$ cat src/design/omi_pkg.sv
package omi_pkg;

	localparam int unsigned ANG_W = 23;                 // working width for angle sums
	localparam logic signed [ANG_W-1:0] PI_Q      = 23'sd205887;
	localparam logic signed [ANG_W-1:0] TWO_PI_Q  = 23'sd411774;
	localparam logic signed [ANG_W-1:0] HALF_PI_Q = 23'sd102944;
	localparam logic signed [27:0]      PI_Q24    = 28'sd52707179;
	localparam logic [22:0]             CORDIC_K23 = 23'd5094007;

	localparam int unsigned CX_W = 44;                  // cordic x/y datapath
	localparam int unsigned CZ_W = 28;                  // cordic angle accumulator Q4.24

	localparam logic [1:0] REG_ROT_GAIN   = 2'd0;
	localparam logic [1:0] REG_TRANS_GAIN = 2'd1;
	localparam logic [1:0] REG_THRESHOLD  = 2'd2;

	typedef enum logic [3:0] {
		ST_IDLE,
		ST_CORDIC,
		ST_MAG_LO,
		ST_MAG_HI,
		ST_ROT,
		ST_DEV1,
		ST_DEV2,
		ST_DEV3,
		ST_DONE
	} omi_state_t;

	// atan(2^-i) in Q0.24
	function automatic logic [23:0] atan_q24(input logic [4:0] idx);
		logic [23:0] v;
		begin
			case (idx)
				5'd0:  v = 24'd13176795;
				5'd1:  v = 24'd7778716;
				5'd2:  v = 24'd4110060;
				5'd3:  v = 24'd2086331;
				5'd4:  v = 24'd1047214;
				5'd5:  v = 24'd524117;
				5'd6:  v = 24'd262123;
				5'd7:  v = 24'd131069;
				5'd8:  v = 24'd65536;
				5'd9:  v = 24'd32768;
				5'd10: v = 24'd16384;
				5'd11: v = 24'd8192;
				5'd12: v = 24'd4096;
				5'd13: v = 24'd2048;
				5'd14: v = 24'd1024;
				5'd15: v = 24'd512;
				5'd16: v = 24'd256;
				5'd17: v = 24'd128;
				5'd18: v = 24'd64;
				5'd19: v = 24'd32;
				5'd20: v = 24'd16;
				5'd21: v = 24'd8;
				5'd22: v = 24'd4;
				5'd23: v = 24'd2;
				5'd24: v = 24'd1;
				default: v = 24'd0;
			endcase
			return v;
		end
	endfunction

	// one wrap step into [-pi, pi], enough for all sums in this block
	function automatic logic signed [ANG_W-1:0] wrap_angle(input logic signed [ANG_W-1:0] d);
		logic signed [ANG_W-1:0] r;
		begin
			if (d > PI_Q)
				r = d - TWO_PI_Q;
			else if (d < -PI_Q)
				r = d + TWO_PI_Q;
			else
				r = d;
			return r;
		end
	endfunction

endpackage

$ cat src/design/omi_mul.sv
module omi_mul import omi_pkg::*; (
	input  logic        clk,
	input  logic [31:0] a,
	input  logic [23:0] b,
	output logic [55:0] prod_q
);

	always_ff @(posedge clk) begin
		prod_q <= 56'(a) * 56'(b);
	end

endmodule

$ cat src/design/omi_cordic.sv
module omi_cordic import omi_pkg::*; #(
	parameter int CORDIC_STEPS = 20
) (
	input  logic                   clk,
	input  logic                   arst_n,
	input  logic                   start,
	input  logic signed [32:0]     dx,
	input  logic signed [32:0]     dy,
	output logic                   done,
	output logic signed [20:0]     angle,
	output logic [CX_W-1:0]        xmag
);

	localparam int ITER_W = (CORDIC_STEPS > 1) ? $clog2(CORDIC_STEPS) : 1;
	localparam logic [ITER_W-1:0] LAST_ITER = ITER_W'(CORDIC_STEPS - 1);

	logic                   busy_q;
	logic [ITER_W-1:0]      iter_q;
	logic signed [CX_W-1:0] x_q, y_q;
	logic signed [CZ_W-1:0] z_q;
	logic                   zero_q;

	logic signed [CX_W-1:0] x0, y0, xs, ys;
	logic signed [CZ_W-1:0] at;
	logic signed [CZ_W-1:0] zr;

	always_comb begin
		x0 = {{(CX_W-41){dx[32]}}, dx, 8'd0};
		y0 = {{(CX_W-41){dy[32]}}, dy, 8'd0};
		xs = x_q >>> iter_q;
		ys = y_q >>> iter_q;
		at = CZ_W'(atan_q24(5'(iter_q)));
		zr = z_q + CZ_W'(128);
	end

	always_ff @(posedge clk or negedge arst_n) begin
		if (!arst_n) begin
			busy_q <= 1'b0;
			iter_q <= '0;
			done   <= 1'b0;
		end else begin
			done <= 1'b0;
			if (start) begin
				busy_q <= 1'b1;
				iter_q <= '0;
			end else if (busy_q) begin
				if (iter_q == LAST_ITER) begin
					busy_q <= 1'b0;
					done   <= 1'b1;
				end
				iter_q <= iter_q + 1'b1;
			end
		end
	end

	always_ff @(posedge clk) begin
		if (start) begin
			zero_q <= (dx == '0) && (dy == '0);
			if (dx < 0) begin
				x_q <= -x0;
				y_q <= -y0;
				z_q <= (dy >= 0) ? PI_Q24 : -PI_Q24;
			end else begin
				x_q <= x0;
				y_q <= y0;
				z_q <= '0;
			end
		end else if (busy_q) begin
			if (y_q > 0) begin
				x_q <= x_q + ys;
				y_q <= y_q - xs;
				z_q <= z_q + at;
			end else begin
				x_q <= x_q - ys;
				y_q <= y_q + xs;
				z_q <= z_q - at;
			end
		end
	end

	assign angle = zero_q ? '0 : 21'(zr >>> 8);
	assign xmag  = zero_q ? '0 : x_q;

endmodule

$ cat src/design/odometry_motion_increment_core.sv
// channel   direction  handshake            payload
// in        sink       in_valid/in_stall    x_position, y_position, heading
// out       source     out_valid/out_stall  rotations, translation, moved, deviations
// cfg       sink       apb write/read       rotation_gain, translation_gain, motion_threshold
//
// a pose runs from accept through ST_CORDIC, ST_MAG_LO, ST_MAG_HI, ST_ROT, ST_DEV1 to
// ST_DEV3 and ST_DONE, which waits for room in the output register; the next pose
// is taken back in idle; the vectoring cordic loop runs one iteration a cycle
// a shared 32x24 multiplier does the magnitude scaling and the three deviations
// arst_n clears the pose history, the registers to their defaults and all control
// a finished beat waits in the output register while the next pose is taken;
// in_stall is high from accept until the block is back in idle
module odometry_motion_increment_core import omi_pkg::*; #(
	parameter int CORDIC_STEPS = 20
) (
	input  logic               clk,
	input  logic               arst_n,
	// input channel
	input  logic               in_valid,
	output logic               in_stall,
	input  logic signed [31:0] x_position,
	input  logic signed [31:0] y_position,
	input  logic signed [18:0] heading,
	// output channel
	output logic               out_valid,
	input  logic               out_stall,
	output logic signed [18:0] first_rotation,
	output logic signed [31:0] signed_translation,
	output logic signed [18:0] second_rotation,
	output logic               moved,
	output logic [17:0]        first_rotation_dev,
	output logic [30:0]        translation_dev,
	output logic [17:0]        second_rotation_dev,
	// config port
	input  logic               psel,
	input  logic               penable,
	input  logic               pwrite,
	input  logic [3:0]         paddr,
	input  logic [31:0]        pwdata,
	output logic [31:0]        prdata,
	output logic               pready
);

	omi_state_t state_q, state_d;

	// config registers
	logic [15:0] rot_gain_q, trans_gain_q, thresh_q;

	// pose history
	logic signed [31:0] last_x_q, last_y_q;
	logic signed [18:0] last_h_q;
	logic               have_prev_q;

	// per-beat working registers
	logic signed [ANG_W-1:0] dh_q;
	logic signed [18:0]      prev_h_q;
	logic                    moved_q;
	logic [63:0]             acc_q;
	logic signed [ANG_W-1:0] rot1_q, rot2_q;
	logic [31:0]             mag_q;
	logic                    rev_q;
	logic [17:0]             dev1_q;
	logic [30:0]             devt_q;

	// output register
	logic               out_valid_q;
	logic signed [18:0] o_rot1_q, o_rot2_q;
	logic signed [31:0] o_trans_q;
	logic               o_moved_q;
	logic [17:0]        o_dev1_q, o_dev2_q;
	logic [30:0]        o_devt_q;

	// cordic
	logic              cordic_start, cordic_done;
	logic signed [20:0] cordic_angle;
	logic [CX_W-1:0]    cordic_x;

	// shared multiplier
	logic [31:0] mul_a;
	logic [23:0] mul_b;
	logic [55:0] prod_q;

	logic        in_acc, out_acc, cfg_wr;
	logic        out_free;
	logic signed [31:0] px, py;
	logic signed [18:0] ph;
	logic signed [32:0] dx_c, dy_c;
	logic signed [ANG_W-1:0] dh_c;
	logic [33:0] adx, ady;
	logic [ANG_W-1:0] adh;

	// rotation stage combinational values
	logic [63:0]             acc_full;
	logic [32:0]             m_hi;
	logic [31:0]             mag_c;
	logic signed [ANG_W-1:0] r1_raw, r1_c, r2_c;
	logic                    rev_c;
	logic [ANG_W-1:0]        abs_r1, abs_r2;
	logic [55:0]             rnd;

	assign in_acc   = in_valid && !in_stall;
	assign out_acc  = out_valid_q && !out_stall;
	assign out_free = !out_valid_q || !out_stall;
	assign in_stall = (state_q != ST_IDLE);
	assign pready   = 1'b1;
	assign cfg_wr   = psel && penable && pwrite;

	// config write and readback
	always_ff @(posedge clk or negedge arst_n) begin
		if (!arst_n) begin
			rot_gain_q   <= 16'd52429;
			trans_gain_q <= 16'd22938;
			thresh_q     <= 16'd7;
		end else if (cfg_wr) begin
			case (paddr[3:2])
				REG_ROT_GAIN:   rot_gain_q   <= pwdata[15:0];
				REG_TRANS_GAIN: trans_gain_q <= pwdata[15:0];
				REG_THRESHOLD:  thresh_q     <= pwdata[15:0];
				default: ;
			endcase
		end
	end

	always_comb begin
		case (paddr[3:2])
			REG_ROT_GAIN:   prdata = {16'd0, rot_gain_q};
			REG_TRANS_GAIN: prdata = {16'd0, trans_gain_q};
			REG_THRESHOLD:  prdata = {16'd0, thresh_q};
			default:        prdata = '0;
		endcase
	end

	// deltas against the previous pose; the first pose compares with itself
	always_comb begin
		px   = have_prev_q ? last_x_q : x_position;
		py   = have_prev_q ? last_y_q : y_position;
		ph   = have_prev_q ? last_h_q : heading;
		dx_c = 33'(x_position) - 33'(px);
		dy_c = 33'(y_position) - 33'(py);
		dh_c = wrap_angle(ANG_W'(heading) - ANG_W'(ph));
		adx  = dx_c[32] ? 34'(-34'(dx_c)) : 34'(dx_c);
		ady  = dy_c[32] ? 34'(-34'(dy_c)) : 34'(dy_c);
		adh  = dh_c[ANG_W-1] ? ANG_W'(-dh_c) : ANG_W'(dh_c);
	end

	assign cordic_start = in_acc;

	omi_cordic #(
		.CORDIC_STEPS(CORDIC_STEPS)
	) u_cordic (
		.clk   (clk),
		.arst_n(arst_n),
		.start (cordic_start),
		.dx    (dx_c),
		.dy    (dy_c),
		.done  (cordic_done),
		.angle (cordic_angle),
		.xmag  (cordic_x)
	);

	// magnitude finish, first rotation with reversal, second rotation
	always_comb begin
		acc_full = acc_q + {prod_q[43:0], 20'd0};
		m_hi     = acc_full[63:31];
		if (cordic_x[CX_W-1:40] != '0 || m_hi > 33'h07FFFFFFF)
			mag_c = 32'h7FFFFFFF;
		else
			mag_c = m_hi[31:0];
		r1_raw = wrap_angle(ANG_W'(cordic_angle) - ANG_W'(prev_h_q));
		rev_c  = 1'b0;
		if (mag_c < {16'd0, thresh_q}) begin
			r1_c = '0;
		end else if (r1_raw > HALF_PI_Q) begin
			r1_c  = r1_raw - PI_Q;
			rev_c = 1'b1;
		end else if (r1_raw < -HALF_PI_Q) begin
			r1_c  = r1_raw + PI_Q;
			rev_c = 1'b1;
		end else begin
			r1_c = r1_raw;
		end
		r2_c   = wrap_angle(dh_q - r1_c);
		abs_r1 = rot1_q[ANG_W-1] ? ANG_W'(-rot1_q) : ANG_W'(rot1_q);
		abs_r2 = rot2_q[ANG_W-1] ? ANG_W'(-rot2_q) : ANG_W'(rot2_q);
		rnd    = prod_q + 56'd32768;
	end

	// multiplier operand select; the second rotation product is held while done waits
	always_comb begin
		case (state_q)
			ST_MAG_LO: begin
				mul_a = {12'd0, cordic_x[19:0]};
				mul_b = {1'b0, CORDIC_K23};
			end
			ST_MAG_HI: begin
				mul_a = {12'd0, cordic_x[39:20]};
				mul_b = {1'b0, CORDIC_K23};
			end
			ST_DEV1: begin
				mul_a = 32'(abs_r1);
				mul_b = {8'd0, rot_gain_q};
			end
			ST_DEV2: begin
				mul_a = mag_q;
				mul_b = {8'd0, trans_gain_q};
			end
			ST_DEV3, ST_DONE: begin
				mul_a = 32'(abs_r2);
				mul_b = {8'd0, rot_gain_q};
			end
			default: begin
				mul_a = '0;
				mul_b = '0;
			end
		endcase
	end

	omi_mul u_mul (
		.clk   (clk),
		.a     (mul_a),
		.b     (mul_b),
		.prod_q(prod_q)
	);

	// sequencer
	always_comb begin
		state_d = state_q;
		case (state_q)
			ST_IDLE:   if (in_acc) state_d = ST_CORDIC;
			ST_CORDIC: if (cordic_done) state_d = ST_MAG_LO;
			ST_MAG_LO: state_d = ST_MAG_HI;
			ST_MAG_HI: state_d = ST_ROT;
			ST_ROT:    state_d = ST_DEV1;
			ST_DEV1:   state_d = ST_DEV2;
			ST_DEV2:   state_d = ST_DEV3;
			ST_DEV3:   state_d = ST_DONE;
			ST_DONE:   if (out_free) state_d = ST_IDLE;
			default:   state_d = ST_IDLE;
		endcase
	end

	always_ff @(posedge clk or negedge arst_n) begin
		if (!arst_n)
			state_q <= ST_IDLE;
		else
			state_q <= state_d;
	end

	// pose history and output handshake
	always_ff @(posedge clk or negedge arst_n) begin
		if (!arst_n) begin
			last_x_q    <= '0;
			last_y_q    <= '0;
			last_h_q    <= '0;
			have_prev_q <= 1'b0;
			out_valid_q <= 1'b0;
		end else begin
			if (in_acc) begin
				last_x_q    <= x_position;
				last_y_q    <= y_position;
				last_h_q    <= heading;
				have_prev_q <= 1'b1;
			end
			if (state_q == ST_DONE && out_free)
				out_valid_q <= 1'b1;
			else if (out_acc)
				out_valid_q <= 1'b0;
		end
	end

	// datapath registers
	always_ff @(posedge clk) begin
		if (in_acc) begin
			dh_q     <= dh_c;
			prev_h_q <= ph;
			moved_q  <= (adx > 34'(thresh_q)) || (ady > 34'(thresh_q)) ||
			            (adh > ANG_W'(thresh_q));
		end
		case (state_q)
			ST_MAG_HI: acc_q <= 64'(prod_q) + 64'h40000000;
			ST_ROT: begin
				mag_q  <= mag_c;
				rot1_q <= r1_c;
				rot2_q <= r2_c;
				rev_q  <= rev_c;
			end
			ST_DEV2: dev1_q <= rnd[33:16];
			ST_DEV3: devt_q <= rnd[46:16];
			ST_DONE: begin
				if (out_free) begin
					o_rot1_q  <= rot1_q[18:0];
					o_rot2_q  <= rot2_q[18:0];
					o_trans_q <= rev_q ? -$signed(mag_q) : $signed(mag_q);
					o_moved_q <= moved_q;
					o_dev1_q  <= dev1_q;
					o_devt_q  <= devt_q;
					o_dev2_q  <= rnd[33:16];
				end
			end
			default: ;
		endcase
	end

	assign out_valid           = out_valid_q;
	assign first_rotation      = o_rot1_q;
	assign signed_translation  = o_trans_q;
	assign second_rotation     = o_rot2_q;
	assign moved               = o_moved_q;
	assign first_rotation_dev  = o_dev1_q;
	assign translation_dev     = o_devt_q;
	assign second_rotation_dev = o_dev2_q;

endmodule
$ cat config.mk
export PLATFORM = sky130hd
export DESIGN_NAME = odometry_motion_increment_core
export DESIGN_NICKNAME = d
export VERILOG_FILES = /design/src/design/omi_pkg.sv /design/src/design/omi_mul.sv /design/src/design/omi_cordic.sv /design/src/design/odometry_motion_increment_core.sv
export SDC_FILE = /design/constraint.sdc
export NUM_CORES = 2
export LEC_CHECK = 0
export BUFFER_PORTS_ARGS = -buffer_cell sky130_fd_sc_hd__buf_2
export CORE_MARGIN = 8
export CORE_UTILIZATION = 50
export DETAILED_ROUTE_END_ITERATION = 12
export PLACE_DENSITY = 0.77
export REMOVE_ABC_BUFFERS = 1
export SLEW_MARGIN = 20
export SYNTH_ARGS = -nofsm -noshare
export SYNTH_HDL_FRONTEND = slang
export SYNTH_SLANG_ARGS = --single-unit
$ cat constraint.sdc
create_clock -name clk -period 28.6 [get_ports clk]
set_clock_uncertainty 0.05 [all_clocks]
set_input_delay 2.86 -clock clk [delete_from_list [all_inputs] [get_ports clk]]
set_output_delay 2.86 -clock clk [all_outputs]
set_load 0.02 [all_outputs]
==> flow_summary.yaml <==
global_route:
  gr-usage-all-layers: 0.278
  grt_pass1_vias: 62700
  antenna_found_initial: 25
  grt-ovfl-total: 0
  grt_first_pass_wirelength_microns: 358000
  grt_max_degree: 95
worst_setup_path:
  critPathMaxStageDelay_ns: 0.81
  worstSetupStartpoint: "acc_q[28]"
  path_class: "flip-flop to flip-flop"
  reg2regPathDepth: 50
  worstReg2RegEnd: "rot2_q[9]"
  r2r_start: "acc_q[28]"
  rrSetupSlack_ns: 16.13
  crit_top_cell: "o21ai_0"
  critPathLaunchType: "flip-flop"
  end_kind: "flip-flop"
  cp.arrival_ns: 12.86
  crit_path_top_delay_cell: "a211oi_1"
  worstPathRequired_ns: 28.99
  crit_fanout: 39
clock_network:
  cts_tree: "built"
  clk_pin_slew_ns: 0.06
  post_cts_buffers: 0
  cts_sinks: 659
  worstSkewPairLatency_ns: 0.73
  clock_path_buffers: 3
  cts-buffers-inserted: 79
  ctsResizeCount: 0
  cts.hold.buffers_added: 0
  htree_levels: 3
  root_buffer: "clkbuf_16"
route:
  drtPass1Iterations: 6
  ant_nets: 0
  wl_microns: 234000
  drt_iter0_markers: 6383
  drc: 0
  wire_per_inst_microns: 22.0
  post_drt_via_cell_ratio: 6.01
  num_vias: 63800
yosys:
  synth-edff-count: 460
  async_reset_ff_frac: 0.219
  synth.distinct_cells: 113
  mappedNetlistArea_sq_mm: 0.0748
  synth_area_per_cell_sq_um: 8.87
  synthCells: 8434
  ys_ff_latch: 659
  synthFlopType: "edfxtp_1"
  seq_area_frac_synth: 0.248
  yosys_warnings: 0
sta:
  grt_setup_unrepaired: "no"
  fin_crit_sh: 0.436
  holdWs_ns: 0.367
  fmax_mhz: 80.2
  finalSetupViolCount: 0
  period_minus_slack_ns: 12.47
  finalMaxSlewViolations: 0
  tightest_slew_ns: 1.25
  hold_violations: 0
  fin_ws_ns: 16.13
  slew_headroom: 0.155
  tns_ns: 0
floorplan:
  die-area_sq_mm: 0.162
  ios: 299
  die_w_microns: 403
  die_h_microns: 403
  placeableCoreArea_sq_mm: 0.149
  rows: 142
  start_util: 0.501
placement:
  placedCellCount: 10500
  post-place-ws_ns: 16.37
  gp_congestion: 1.01
  dp_hpwl_microns: 185000
  portBuffers: 263
final_layout:
  fin_cells: 10600
  drive_above_1_share: 0.0888
  nets: 9863
  area_delta_synth_final_pct: 8.45
worst_hold_path:
  min_path_type: "flip-flop to flip-flop"
  holdPathEnd: "translation_dev[11]"
  whs_path_depth: 0
  worstHoldStart: "devt_q[11]"
job:
  max-cap-violations: 0
run_status:
  status: "finished clean"
-- how the worst max path moves through the flow --
stage                             endpoint  slack (ns)  cells after the start
after CTS                        rot2_q[9]       16.35                     48
after global placement           rot2_q[9]       16.49                     48
final                            rot2_q[9]       16.13                     50
after detailed placement         rot2_q[9]       16.37                     48
after global routing             rot2_q[9]       15.10                     50
after floorplan           u_cordic.z_q[10]       16.69                      4
-- layer usage --
layer  share of wire  vias to the layer above  global-route usage
li1                -                    29300                   -
met1            0.39                    31000               0.352
met2            0.45                     2975               0.446
met3            0.10                      563              0.0733
met4           0.052                       10               0.127
met5         0.00026                        -                   0
-- Yosys cell counts, drive strengths merged (82+ instances only) --
cell	n	area, sq um
a21oi	430	2160
clkbuf	256	961
edfxtp	460	13800
ha	604	7560
buf	90	469
nor2	600	2250
o21a	82	616
and2	93	582
xnor2	406	3580
nand3	157	786
o21ai	408	2070
nor2b	109	682
a21o	131	983
mux2i	190	1900
nor3	149	751
nand2b	107	669
dfrtp	124	3100
nand2	1284	4820
inv	833	3130
fa	542	10900
xor2	249	2190
-- stage by stage --
stage / instance area [sq um] / util
after floorplan: 73600 / -
after global placement: 78300 / 0.524
after detailed placement: 78300 / 0.524
after CTS: 81100 / 0.543
after global routing: 81100 / 0.543
final: 81100 / 0.544
-- cells in the final DEF, fill, tap and decap left out, types with 82 or more instances in the layout --
cell	netlist	routed
edfxtp_1	460	460
xnor2_1	403	403
ha_1	604	604
nand2_1	1284	1284
mux2i_1	190	189
o21ai_0	393	387
dfrtp_1	124	118
nor2b_1	109	108
nand2b_1	107	106
and2_1	89	89
xor2_1	248	248
o21a_1	82	82
fa_1	542	542
a21oi_1	427	426
inv_1	832	829
nor3_1	148	139
nand3_1	157	156
buf_4	20	94
buf_2	21	262
a21o_1	131	131
nor2_1	599	595
-- flip-flops by register name (all words and copies together), names as in the netlist, 19 cells and up --
| name | count |
|---|---|
| acc_q | 36 |
| devt_q | 31 |
| dh_q | 21 |
| first_rotation | 19 |
| last_h_q | 19 |
| last_x_q | 32 |
| last_y_q | 32 |
| mag_q | 32 |
| prev_h_q | 19 |
| rot1_q | 23 |
| rot2_q | 23 |
| second_rotation | 19 |
| signed_translation | 32 |
| translation_dev | 31 |
| u_cordic.x_q | 44 |
| u_cordic.y_q | 44 |
| u_cordic.z_q | 28 |
| u_mul.prod_q | 55 |
-- layout make-up --
cell class                      count  area [sq um]
Antenna cell                       16          40.0
Clock buffer                      109          2240
Clock inverter                     39           553
Fill cell                       13300         68100
Inverter                          833          3130
Multi-Input combinational cell   6660         52100
Sequential cell                   659         18600
Tap cell                         1944          2430
Timing Repair Buffer              358          2030
-- kinds of logic (layout without fill, tap and decap cells) --
| kind of cell | after synthesis | in the layout | share of synthesized area |
|---|---|---|---|
| and+or+nand+nor | 2866 | 2866 | 0.174 |
| AOI/OAI and AO/OA | 1609 | 1609 | 0.140 |
| buffers and inverters | 1179 | 1339 | 0.0609 |
| adders and majority gates | 1146 | 1146 | 0.246 |
| DFF | 659 | 659 | 0.248 |
| xor gates and xnor gates | 656 | 656 | 0.0774 |
| muxes | 317 | 317 | 0.0536 |
| other | 2 | 82 | 0.000100 |
-- critical path: cells and delay by family (launching register included) --
family | cells | cell delay, ns
flops | 1 | 0.38
mux | 2 | 0.49
simple gates | 15 | 2.81
buf+inv | 2 | 0.72
fa+ha+maj | 4 | 1.34
xor+xnor | 2 | 0.53
compound gates | 25 | 5.82
Power is not shown: default switching activity piles up to over one toggle a cycle in this logic, so the estimate is an artifact.
